<file path="src/design/fwba_pkg.sv">
// Package for the FIFO weight budget admission unit.
// Shared types, constants, state and command/status structs; no dependencies.
package fwba_pkg;

  localparam int QUEUE_DEPTH = 16;
  localparam int QADDR_W     = $clog2(QUEUE_DEPTH);
  localparam int QCNT_W      = $clog2(QUEUE_DEPTH + 1);
  localparam int QSUM_W      = QCNT_W + 1;
  localparam int DRAIN_LIMIT = 16;
  localparam int DRAIN_W     = $clog2(DRAIN_LIMIT + 1);

  localparam int ID_W     = 8;
  localparam int WEIGHT_W = 16;
  localparam int KIND_W   = 3;

  typedef enum logic [0:0] {
    CMD_ARRIVE = 1'b0,
    CMD_LEAVE  = 1'b1
  } adm_op_t;

  typedef enum logic [KIND_W-1:0] {
    KIND_ADMITTED  = 3'd0,
    KIND_QUEUED    = 3'd1,
    KIND_STOPPED   = 3'd2,
    KIND_RESTARTED = 3'd3,
    KIND_REJECTED  = 3'd4
  } adm_kind_t;

  typedef struct packed {
    logic                stopped;
    logic [WEIGHT_W-1:0] weight;
    logic [ID_W-1:0]     id;
  } adm_entry_t;

  typedef enum logic [2:0] {
    ST_IDLE,
    ST_ARRIVE,
    ST_ARR_STOP,
    ST_LEAVE_SUB,
    ST_LEAVE_RD,
    ST_LEAVE_CHK,
    ST_FLUSH
  } adm_state_t;

  typedef struct packed {
    logic capture;
    logic sub_load;
    logic rd_head;
    logic arrive_do;
    logic arr_stop;
    logic drain_admit;
    logic head_stop;
    logic flush;
  } adm_cmd_t;

  typedef struct packed {
    logic cap_leave;
    logic q_empty;
    logic cap_fits;
    logic head_fits;
    logic head_stopped;
    logic drain_done;
    logic pend_valid;
    logic out_free;
  } adm_stat_t;

endpackage

</file>
<file path="src/design/fwba_ctrl.sv">
// Controller state machine for the admission unit.
// Depends on fwba_pkg; drives datapath commands from datapath status.
module fwba_ctrl (
  input  logic                clk,
  input  logic                rst_n,
  input  logic                in_tvalid,
  output logic                in_tready,
  input  fwba_pkg::adm_stat_t stat,
  output fwba_pkg::adm_cmd_t  cmd
);
  import fwba_pkg::*;

  adm_state_t state_r, state_nxt;
  logic       push_ok;

  assign push_ok = !stat.pend_valid || stat.out_free;

  always_ff @(posedge clk) begin
    if (!rst_n) begin
      state_r <= ST_IDLE;
    end else begin
      state_r <= state_nxt;
    end
  end

  always_comb begin
    state_nxt = state_r;
    cmd       = '0;
    in_tready = 1'b0;
    unique case (state_r)
      ST_IDLE: begin
        in_tready = 1'b1;
        if (in_tvalid) begin
          cmd.capture = 1'b1;
          state_nxt   = ST_LEAVE_SUB;
        end
      end
      ST_LEAVE_SUB: begin
        if (stat.cap_leave) begin
          cmd.sub_load = 1'b1;
          state_nxt    = ST_LEAVE_RD;
        end else begin
          state_nxt = ST_ARRIVE;
        end
      end
      ST_ARRIVE: begin
        if (push_ok) begin
          cmd.arrive_do = 1'b1;
          state_nxt = (stat.q_empty && !stat.cap_fits) ? ST_ARR_STOP : ST_FLUSH;
        end
      end
      ST_ARR_STOP: begin
        if (push_ok) begin
          cmd.arr_stop = 1'b1;
          state_nxt    = ST_FLUSH;
        end
      end
      ST_LEAVE_RD: begin
        cmd.rd_head = 1'b1;
        state_nxt   = ST_LEAVE_CHK;
      end
      ST_LEAVE_CHK: begin
        if (stat.q_empty) begin
          state_nxt = ST_FLUSH;
        end else if (!stat.drain_done && stat.head_fits) begin
          if (push_ok) begin
            cmd.drain_admit = 1'b1;
            state_nxt       = ST_LEAVE_RD;
          end
        end else if (!stat.head_stopped && !stat.head_fits) begin
          if (push_ok) begin
            cmd.head_stop = 1'b1;
            state_nxt     = ST_FLUSH;
          end
        end else begin
          state_nxt = ST_FLUSH;
        end
      end
      ST_FLUSH: begin
        if (!stat.pend_valid) begin
          state_nxt = ST_IDLE;
        end else if (stat.out_free) begin
          cmd.flush = 1'b1;
          state_nxt = ST_IDLE;
        end
      end
      default: begin
        state_nxt = ST_IDLE;
      end
    endcase
  end

endmodule

</file>
<file path="src/design/fwba_dp.sv">
// Datapath of the admission unit: load, budget, wait queue memory, event staging.
// Depends on fwba_pkg; driven by fwba_ctrl commands.
module fwba_dp (
  input  logic                           clk,
  input  logic                           rst_n,
  input  logic                           cfg_wr_en,
  input  logic [fwba_pkg::WEIGHT_W-1:0]  cfg_wr_data,
  input  logic [23:0]                    in_tdata,
  input  logic                           in_tuser,
  input  fwba_pkg::adm_cmd_t             cmd,
  output fwba_pkg::adm_stat_t            stat,
  output logic                           out_tvalid,
  input  logic                           out_tready,
  output logic [7:0]                     out_tdata,
  output logic [2:0]                     out_tuser,
  output logic                           out_tlast
);
  import fwba_pkg::*;

  logic [WEIGHT_W-1:0] budget_r;
  logic [WEIGHT_W-1:0] load_r, load_nxt;
  logic [QADDR_W-1:0]  head_r, head_nxt;
  logic [QCNT_W-1:0]   count_r, count_nxt;
  logic [DRAIN_W-1:0]  drain_r;

  adm_op_t             cap_op_r;
  logic [ID_W-1:0]     cap_id_r;
  logic [WEIGHT_W-1:0] cap_w_r;

  adm_entry_t          mem [QUEUE_DEPTH];
  adm_entry_t          rd_entry_r;
  logic                wr_en;
  logic [QADDR_W-1:0]  wr_addr;
  adm_entry_t          wr_data;
  logic [QSUM_W-1:0]   tail_sum;
  logic [QADDR_W-1:0]  tail;

  logic                pend_valid_r;
  logic [ID_W-1:0]     pend_id_r;
  adm_kind_t           pend_kind_r;
  logic                out_valid_r;
  logic [ID_W-1:0]     out_id_r;
  adm_kind_t           out_kind_r;
  logic                out_last_r;

  logic                q_empty, q_full, cap_fits, head_fits, out_free;
  logic                arr_admit, arr_enq, push;
  logic [ID_W-1:0]     new_id;
  adm_kind_t           new_kind;

  assign q_empty   = (count_r == '0);
  assign q_full    = (count_r >= QCNT_W'(QUEUE_DEPTH));
  assign cap_fits  = ({1'b0, load_r} + {1'b0, cap_w_r}) <= {1'b0, budget_r};
  assign head_fits = ({1'b0, load_r} + {1'b0, rd_entry_r.weight}) <= {1'b0, budget_r};
  assign out_free  = !out_valid_r || out_tready;
  assign arr_admit = q_empty && cap_fits;
  assign arr_enq   = !arr_admit && !q_full;

  assign stat.cap_leave    = (cap_op_r == CMD_LEAVE);
  assign stat.q_empty      = q_empty;
  assign stat.cap_fits     = cap_fits;
  assign stat.head_fits    = head_fits;
  assign stat.head_stopped = rd_entry_r.stopped;
  assign stat.drain_done   = (drain_r == DRAIN_W'(DRAIN_LIMIT));
  assign stat.pend_valid   = pend_valid_r;
  assign stat.out_free     = out_free;

  // tail slot = (head + count) mod depth, sum stays below twice the depth
  assign tail_sum = QSUM_W'(head_r) + QSUM_W'(count_r);
  assign tail = (tail_sum >= QSUM_W'(QUEUE_DEPTH)) ?
                QADDR_W'(tail_sum - QSUM_W'(QUEUE_DEPTH)) : QADDR_W'(tail_sum);

  always_comb begin
    load_nxt = load_r;
    if (cmd.sub_load) begin
      load_nxt = (cap_w_r >= load_r) ? '0 : load_r - cap_w_r;
    end else if (cmd.arrive_do && arr_admit) begin
      load_nxt = load_r + cap_w_r;
    end else if (cmd.drain_admit) begin
      load_nxt = load_r + rd_entry_r.weight;
    end
  end

  always_comb begin
    count_nxt = count_r;
    head_nxt  = head_r;
    if (cmd.arrive_do && arr_enq) begin
      count_nxt = count_r + QCNT_W'(1);
    end else if (cmd.drain_admit) begin
      count_nxt = count_r - QCNT_W'(1);
      head_nxt  = (head_r == QADDR_W'(QUEUE_DEPTH - 1)) ? '0 : head_r + QADDR_W'(1);
    end
  end

  always_comb begin
    wr_en           = (cmd.arrive_do && arr_enq) || cmd.head_stop;
    wr_addr         = cmd.head_stop ? head_r : tail;
    wr_data.stopped = cmd.head_stop ? 1'b1 : q_empty;
    wr_data.weight  = cmd.head_stop ? rd_entry_r.weight : cap_w_r;
    wr_data.id      = cmd.head_stop ? rd_entry_r.id : cap_id_r;
  end

  always_comb begin
    push     = cmd.arrive_do || cmd.arr_stop || cmd.drain_admit || cmd.head_stop;
    new_id   = cap_id_r;
    new_kind = KIND_STOPPED;
    if (cmd.arrive_do) begin
      new_kind = arr_admit ? KIND_ADMITTED : (q_full ? KIND_REJECTED : KIND_QUEUED);
    end else if (cmd.drain_admit) begin
      new_id   = rd_entry_r.id;
      new_kind = rd_entry_r.stopped ? KIND_RESTARTED : KIND_ADMITTED;
    end else if (cmd.head_stop) begin
      new_id = rd_entry_r.id;
    end
  end

  always_ff @(posedge clk) begin
    if (!rst_n) begin
      budget_r <= '1;
      load_r   <= '0;
      head_r   <= '0;
      count_r  <= '0;
      drain_r  <= '0;
    end else begin
      if (cfg_wr_en) begin
        budget_r <= cfg_wr_data;
      end
      load_r  <= load_nxt;
      head_r  <= head_nxt;
      count_r <= count_nxt;
      if (cmd.sub_load) begin
        drain_r <= '0;
      end else if (cmd.drain_admit) begin
        drain_r <= drain_r + DRAIN_W'(1);
      end
    end
  end

  always_ff @(posedge clk) begin
    if (cmd.capture) begin
      cap_op_r <= adm_op_t'(in_tuser);
      cap_id_r <= in_tdata[ID_W-1:0];
      cap_w_r  <= in_tdata[ID_W+WEIGHT_W-1:ID_W];
    end
  end

  always_ff @(posedge clk) begin
    if (wr_en) begin
      mem[wr_addr] <= wr_data;
    end
    if (cmd.rd_head) begin
      rd_entry_r <= mem[head_r];
    end
  end

  always_ff @(posedge clk) begin
    if (!rst_n) begin
      pend_valid_r <= 1'b0;
      out_valid_r  <= 1'b0;
    end else begin
      if (push) begin
        pend_valid_r <= 1'b1;
      end else if (cmd.flush) begin
        pend_valid_r <= 1'b0;
      end
      if ((push && pend_valid_r) || cmd.flush) begin
        out_valid_r <= 1'b1;
      end else if (out_tready) begin
        out_valid_r <= 1'b0;
      end
    end
  end

  always_ff @(posedge clk) begin
    if (push) begin
      pend_id_r   <= new_id;
      pend_kind_r <= new_kind;
    end
    if ((push && pend_valid_r) || cmd.flush) begin
      out_id_r   <= pend_id_r;
      out_kind_r <= pend_kind_r;
      out_last_r <= cmd.flush;
    end
  end

  assign out_tvalid = out_valid_r;
  assign out_tdata  = out_id_r;
  assign out_tuser  = out_kind_r;
  assign out_tlast  = out_last_r;

  a_count_range: assert property (@(posedge clk) disable iff (!rst_n)
    count_r <= QCNT_W'(QUEUE_DEPTH))
    else $error("queue count beyond depth");

  a_head_range: assert property (@(posedge clk) disable iff (!rst_n)
    head_r <= QADDR_W'(QUEUE_DEPTH - 1))
    else $error("queue head beyond depth");

  a_no_overwrite: assert property (@(posedge clk) disable iff (!rst_n)
    ((push && pend_valid_r) || cmd.flush) |-> out_free)
    else $error("output register overwritten while stalled");

  a_flush_empties: assert property (@(posedge clk) disable iff (!rst_n)
    (cmd.flush && !push) |=> !pend_valid_r)
    else $error("staged event kept after flush");

  a_drain_nonempty: assert property (@(posedge clk) disable iff (!rst_n)
    cmd.drain_admit |-> !q_empty)
    else $error("admit from empty queue");

endmodule

</file>
<file path="src/design/fifo_weight_budget_admission_unit.sv">
// Strict-FIFO admission against a shared 16-bit load budget. An arrive request
// (in_tuser 0) is admitted at once when nobody waits and load + weight fits the
// budget, otherwise it joins a 16-entry wait queue or is rejected when full; a
// leave (in_tuser 1) lowers the load, saturating at zero, then admits waiting
// heads in order while they fit, at most sixteen per leave. Each input takes one
// item and produces zero or more events, the last one flagged by out_tlast.
// A leave reads each waiting head through the queue memory's single registered
// read port, then checks it. A new item is taken only back in idle, and output
// back-pressure can stall the unit. The budget must be written via cfg_wr_en only
// while idle; the block itself does not enforce this.
// Depends on fwba_pkg, fwba_ctrl and fwba_dp.
module fifo_weight_budget_admission_unit (
  input  logic        clk,
  input  logic        rst_n,
  input  logic        cfg_wr_en,
  input  logic [15:0] cfg_wr_data,   // load_budget
  input  logic        in_tvalid,
  output logic        in_tready,
  input  logic [23:0] in_tdata,      // requester_id[7:0], weight[23:8]
  input  logic        in_tuser,      // command
  output logic        out_tvalid,
  input  logic        out_tready,
  output logic [7:0]  out_tdata,     // event_id[7:0]
  output logic [2:0]  out_tuser,     // event_kind[2:0]
  output logic        out_tlast      // last_event
);
  import fwba_pkg::*;

  adm_cmd_t  cmd;
  adm_stat_t stat;

  fwba_ctrl u_ctrl (
    .clk       (clk),
    .rst_n     (rst_n),
    .in_tvalid (in_tvalid),
    .in_tready (in_tready),
    .stat      (stat),
    .cmd       (cmd)
  );

  fwba_dp u_dp (
    .clk         (clk),
    .rst_n       (rst_n),
    .cfg_wr_en   (cfg_wr_en),
    .cfg_wr_data (cfg_wr_data),
    .in_tdata    (in_tdata),
    .in_tuser    (in_tuser),
    .cmd         (cmd),
    .stat        (stat),
    .out_tvalid  (out_tvalid),
    .out_tready  (out_tready),
    .out_tdata   (out_tdata),
    .out_tuser   (out_tuser),
    .out_tlast   (out_tlast)
  );

endmodule

</file>
<file path="config.mk">
export PLATFORM = sky130hd
export DESIGN_NAME = fifo_weight_budget_admission_unit
export DESIGN_NICKNAME = d
export VERILOG_FILES = /design/src/design/fwba_pkg.sv /design/src/design/fwba_ctrl.sv /design/src/design/fwba_dp.sv /design/src/design/fifo_weight_budget_admission_unit.sv
export SDC_FILE = /design/constraint.sdc
export NUM_CORES = 1
export LEC_CHECK = 0
export BUFFER_PORTS_ARGS = -buffer_cell sky130_fd_sc_hd__clkbuf_2
export CAP_MARGIN = 20
export CORE_MARGIN = 4
export CORE_UTILIZATION = 25
export DETAILED_ROUTE_END_ITERATION = 12
export PLACE_DENSITY_LB_ADDON = 0.12
export SETUP_SLACK_MARGIN = 0.4
export SLEW_MARGIN = 30
export SYNTH_ARGS = -nofsm -noshare
export SYNTH_HDL_FRONTEND = slang
export SYNTH_SLANG_ARGS = --single-unit
</file>
<file path="constraint.sdc">
create_clock -name clk -period 6.4 [get_ports clk]
set_input_delay 0.64 -clock clk [delete_from_list [all_inputs] [get_ports clk]]
set_output_delay 0.64 -clock clk [all_outputs]
set_load 0.02 [all_outputs]
</file>
Word-level counts from Yosys, hierarchy flattened
Memories as Yosys holds them, arrays and structs flattened. A register that Yosys moved wholly into a read port is not among the register bits.
Cells that the tools add are included.

cells by class
  magnitude comparators = 5
  multiplexer cells = 54
  reduce and logical (&&, ||, !) cells = 32
  eq/ne operators = 12
  bitwise operators = 2
  $add $sub $neg = 11

operators with widths
  kind                                                               count
  two-way mux 16 bit                                                 5
  two-way mux 3 bit                                                  15
  adder 16 x 16 -> 17 bit                                            2
  <= comparator 17 x 16 -> 1 bit                                     2
  adder 16 bit                                                       2
  two-way mux 8 bit                                                  3
  two-way mux 1 bit                                                  22
  one-hot mux 3 bit (7 select lines)                                 1
  greater-or-equal comparator 16 bit                                 1
  subtractor 16 bit                                                  1
  two-way mux 4 bit                                                  3
  adder 5 x 1 -> 5 bit, second input constant                        2
  two-way mux 5 bit                                                  2
  == test 3 bit, second input constant                               3
  logical AND 1 bit                                                  8
  zero test 1 bit                                                    8
  logical OR 1 bit                                                   7
  adder 4 x 5 -> 6 bit                                               1
  == test 3 x 2 -> 1 bit, second input constant                      2
  greater-or-equal comparator 6 x 5 -> 1 bit, second input constant  1
  two-way mux 2 bit                                                  3
  nonzero test 2 bit                                                 3
  == test 5 bit, second input constant                               1
  greater-or-equal comparator 5 bit, second input constant           1
  other kinds (16)                                                   17

storage, ports and cells
  input port bits = 46
  register bits after elaboration = 99
  memories = 1
  output and inout port bits = 14
  RAM bits = 400

memories
  memory    depth  width  read ports  clocked after memory_dff  write ports  RTL line       source
  u_dp.mem  16     25     1           1                         1            fwba_dp.sv:30  adm_entry_t mem [QUEUE_DEPTH];

Logic depth before layout (Yosys ltp)
  depth in word-level cells = 13
  mapped depth = 31
  depth with buffers taken out = 30

Modules after synthesis
Synthesis repeated with hierarchy kept, for this count alone.

second synthesis, totals
  cell total of the unflattened synthesis = 1548
  area, all modules = 23964.2 um2

modules (own cells, without submodules)
  module     cells each  area each (um2)  times used  seq. area each (um2)
  fwba_dp    1498        23621.4          1           15164.5
  fwba_ctrl  50          342.8            1           60.1

Worst setup path after synthesis
Ideal clock, no wire load.

  kind = register to register
  start point = register u_dp.cap_w_r[2]
  end point = register u_dp.load_r[10]
  arrival time = 6.187 ns
  path slack = 0.091 ns
  stages on the path, launching flop included = 31
  buffers on the path = 2
  setup time = 0.122 ns
  data required time = 6.278 ns
  cells stage by stage = edfxtp_1 inv_1 ha_1 buf_6 inv_1 a21oi_1 o21bai_1 a221o_1 a211oi_1 o41ai_1 a2111oi_0 nor3b_1 ha_1 or2_2 a221oi_1 a21boi_1 nor4_4 nand2_2 buf_6 mux2_2 ha_1 fa_1 a21o_1 a21oi_1 nor2b_1 o21a_1 o41a_1 a31o_2 xor2_1 a22oi_1 a21oi_1

between the ends
  word-level cells in the longest chain between the ends = 6
  elaborated cells on any way between the ends = 11

ends and longest elaborated chain
  item                            RTL line        source
  start: declaration              fwba_dp.sv:28   logic [WEIGHT_W-1:0] cap_w_r;
  start signal: assignment        fwba_dp.sv:143  cap_w_r <= in_tdata[ID_W+WEIGHT_W-1:ID_W];
  adder 16 x 16 -> 17 bit         fwba_dp.sv:53   assign cap_fits = ({1'b0, load_r} + {1'b0, cap_w_r}) <= {1'b0, budget_r};
  <= comparator 17 x 16 -> 1 bit  fwba_dp.sv:53
  logical AND 1 bit               fwba_dp.sv:56   assign arr_admit = q_empty && cap_fits;
  logical AND 1 bit               fwba_dp.sv:77   end else if (cmd.arrive_do && arr_admit) begin
  two-way mux 16 bit              fwba_dp.sv:77
  two-way mux 16 bit              fwba_dp.sv:75   if (cmd.sub_load) begin
  end signal: assignment          fwba_dp.sv:128  load_r <= load_nxt;
  end: declaration                fwba_dp.sv:21   logic [WEIGHT_W-1:0] load_r, load_nxt;

Parallel ways exist; a longest one is shown, timed or not.
A chain may end at the register's enable or synchronous reset.

Worst setup path after layout
  start point = register u_dp.cap_w_r[0]
  end point = register u_dp.load_r[14]

Same word-level chain as after synthesis.

==> metrics.md <==
| Metric | Value |
|---|---|
| Status | finished clean |
| DP Area | roughly 27,000 sq um |
| Max Slew Vio Count | 0 |
| Cell area after layout | about 30,000 sq um |
| Max Buffers Root-to-Sink | 3 |
| Switching pwr | roughly 4000 uW |
| Cell variety after synth | 80 |
| RSZ-0062 raised after global routing | yes |
| Routability cong. | between 0.7 and 0.8 |
| PD cells | roughly 410 nW/um^2 |
| Tightest Pin Transition | ~0.93 ns |
| Vias/cell | between 4 and 5 |
| Non-filler cells, final | between 3,000 and 4,000 |
| Routed wl met3 | approximately 2300 um |
| Syn Inst Count | 1,547 |
| Worst path slowest cell | o41a_4 |
| Average size of a mapped cell | about 16 sq um |
| Largest net degree at the start of global routing | 56 |
| Compound-gate portion of the synthesized area | 7.745% |
| Clock Skew | roughly 0.018 ns |
| Async SR Flop Fraction | 0% |
| Hold Fails Final Rpt | 0 |
| Overflow after GRT | 0 |
| N_diodes | 0 |
| Max Used Layer | met4 |
| Max cap viols | 0 |
| Final antenna-violating net count | 0 |
| Rel. slew slack | between 30% and 40% |
| CTS Buf Count | between 50 and 60 |
| Syn nets | roughly 1,700 |
| Largest family of logic cells by synthesized area | multiplexers |
| Root Buffer | clkbuf_16 |
| Adder-cell area share of the yosys netlist | just under 6% |
| Main synth FF type | edfxtp_1 |
| Worst-path clk slew | around 0.060 ns |
| Routed len/inst | roughly 22 um |
| EDFF count, synth | about 470 |
| CP peak stage delay | 0.46 ns |
| Core area | between 90,000 and 100,000 sq um |
| Skew-Pair Late Insertion Delay | ~0.63 ns |
| Starting Density | ~25% |
| Worst setup EP type | flip-flop |
| Port bufs | 59 |
| Detailed Place HPWL | ~44,000 um |
| Cts hold-fix bufs | 0 |
| Row Count | 113 |
| # placed instances | ~2,900 |
| Crit path required time | around 6.9 ns |
| Io pins | 60 |
| YS warnings | 0 |
| Die Span X | roughly 320 um |
| WL met2 | 32,080 um |
| Initial antenna violation count | 0 |
| # setup viols final | 0 |
| Fin nets | approximately 1,900 |
| Proportion of layout cells with a drive suffix above 1 | 30.00% |
| P_leak | between 0.01 and 0.015 uW |
| Worst setup path class | flip-flop to flip-flop |
| Drt pass-1 iters | 5 |
| Netlist Area Pre-Place | ~24,000 sq um |
| CTS tree | yes |
| Layout fillers | 9,373 |
| H-tree Lvls | 2 |
| CP Launch Type | flip-flop |
| Combinational power share | between 30% and 40% |
| Tcrit/Tclk final | between 90% and 100% |
| Hold Slack | 0.1789 ns |
| Simple-gate share of the synthesized area | 5.621% |
| DR iter-0 viols | 835 |
| WL met1 | about 32,000 um |
| Die height | ~320 um |
| Flops & latches, synth | between 500 and 600 |
| Internal | approximately 8100 uW |
| Switching share of power | 33.45% |
| Peak supply drop | 0.1818 mV |
| Period minus WS final | ~6.2 ns |
| Routed via count | between 10,000 and 15,000 |
| Clock power frac | between 20% and 30% |
| Die footprint | roughly 100,000 sq um |
| Max Freq | about 160 MHz |
| Crit path max fanout | 8 |
| Area grow syn2layout | 23.32% |
| Sequential area share after synthesis | between 60% and 70% |
| Number of global-route vias before repair | about 15,000 |
| # DRC | 0 |
| Flop pwr share | a little over a third |
| First-pass GRT wire length | 99,580 um |
| Fraction of synthesized area in multiplexers | about an eighth |
| Total GRT Usage | approximately an eighth |
| Clock sinks | 524 |
| R2r setup slk | approximately 0.18 ns |
| Final WL | 67,420 um |
| Xor and xnor area share after synthesis | 2.212% |
| Setup TNS | 0 ns |
| Hold Path Class | input pin to flip-flop |
| WP data arrival | 6.73 ns |
-- through the flow --
stage | total power [uW] | setup slack [ns] | util [%]
global route | 12880 | -0.1295 | 31.21
finish | 12140 | 0.1790 | 31.21
CTS | 12100 | 0.1832 | 30.83
global placement | 8545 | -0.01989 | 28.69
detailed placement | 8580 | -0.1515 | 28.70
floorplan | 7107 | 0.3162 | -
-- sequential cells by signal, summed over array words and instances (netlist names), 3 cells and up --
register,cells
u_dp.mem,400
u_dp.rd_entry_r,24
u_dp.budget_r,16
u_dp.cap_w_r,16
u_dp.load_r,16
u_dp.cap_id_r,8
u_dp.out_tdata,8
u_dp.pend_id_r,8
u_dp.count_r,5
u_dp.drain_r,5
u_dp.head_r,4
u_ctrl.state_r,3
u_dp.out_tuser,3
u_dp.pend_kind_r,3
-- worst max-delay path, delay by kind of cell, from the launching register on --
family | cells | cell delay (ns)
xor gates and xnor gates | 1 | 0.20
AOI/OAI and AO/OA | 14 | 3.02
and+or+nand+nor | 8 | 0.85
buffers and inverters | 1 | 0.07
adders and majority gates | 5 | 1.22
muxes | 1 | 0.35
DFF | 1 | 0.39
-- layout make-up --
| type | count | area [sq um] | share of cell area [%] |
|---|---|---|---|
| inverter | 67 | 251.5 | 0.8444 |
| clock buffer | 67 | 1506 | 5.058 |
| tap | 1265 | 1583 | 5.314 |
| timing repair buffer | 232 | 2068 | 6.944 |
| sequential | 524 | 15230 | 51.15 |
| multi-input combinational | 889 | 8723 | 29.29 |
| clock inverter | 41 | 417.9 | 1.403 |
-- cell families (layout without fill, tap and decap cells) --
family                     count (synthesis)  after routing
and+or+nand+nor                          283            283
adders and majority gates                111            111
muxes                                    155            155
AOI/OAI and AO/OA                        279            279
DFF                                      524            524
xor gates and xnor gates                  61             61
buffers and inverters                    134            407
-- what timing repair did --
| action | CTS | global route |
|---|---|---|
| pin swaps | 22 | 25 |
| gates cloned | 0 | 1 |
| endpoints found under the hold margin | 0 | 0 |
| resized for setup | 9 | 24 |
| setup endpoints to repair | 335 | 397 |
| setup buffers | 6 | 23 |
-- power by group through the flow --
stage | combinational, uW | sequential, uW | clock (uW)
global route | 4760 | 4470 | 3640
floorplan | 2670 | 4440 | 0
detailed placement | 4060 | 4520 | 0
finish | 4320 | 4440 | 3380
CTS | 4150 | 4450 | 3510
global placement | 4030 | 4520 | 0
-- path summary, 6_finish.rpt --
kind | from | end | cells after the start
min reg2reg | u_dp.pend_kind_r[2] | u_dp.out_tuser[2] | 0
max | u_dp.cap_w_r[0] | u_dp.load_r[14] | 30
min | in_tdata[1] | u_dp.cap_id_r[1] | 1
max reg2reg | u_dp.cap_w_r[0] | u_dp.load_r[14] | 30
-- cells in the mapped netlist (32+ instances only) --
cell type | count | area (sq um)
ha_1 | 105 | 1314
edfxtp_1 | 473 | 14200
o21ai_0 | 63 | 315.3
clkbuf_1 | 32 | 120.1
dfxtp_1 | 51 | 1021
inv_1 | 66 | 247.7
nor2_1 | 75 | 281.5
nand2_1 | 98 | 367.9
mux4_2 | 125 | 2815
xnor2_1 | 42 | 367.9
a21oi_1 | 66 | 330.3
-- routing by layer --
layer | track usage [%] | vias up
met4 | 3.152 | 0
met3 | 1.814 | 82
met5 | 0 | -
li1 | - | 6535
met2 | 21.47 | 243
met1 | 18.14 | 7300
-- cells in the final DEF, fill, tap and decap left out, types with 14 or more instances in the layout --
master	count
nor3_1	22
o21ai_0	58
clkinv_1	20
edfxtp_1	473
nor2_4	14
buf_12	34
xnor2_1	41
a211oi_1	18
mux4_2	125
nand2_1	97
ha_1	100
buf_4	134
dfxtp_1	48
a21oi_1	55
a21o_1	18
mux2_2	17
a22oi_1	15
xor2_1	19
inv_1	63
clkbuf_16	60
o211ai_1	20
clkbuf_2	59
nor2_1	60
Note: power is estimated with default switching activity, not from simulation.
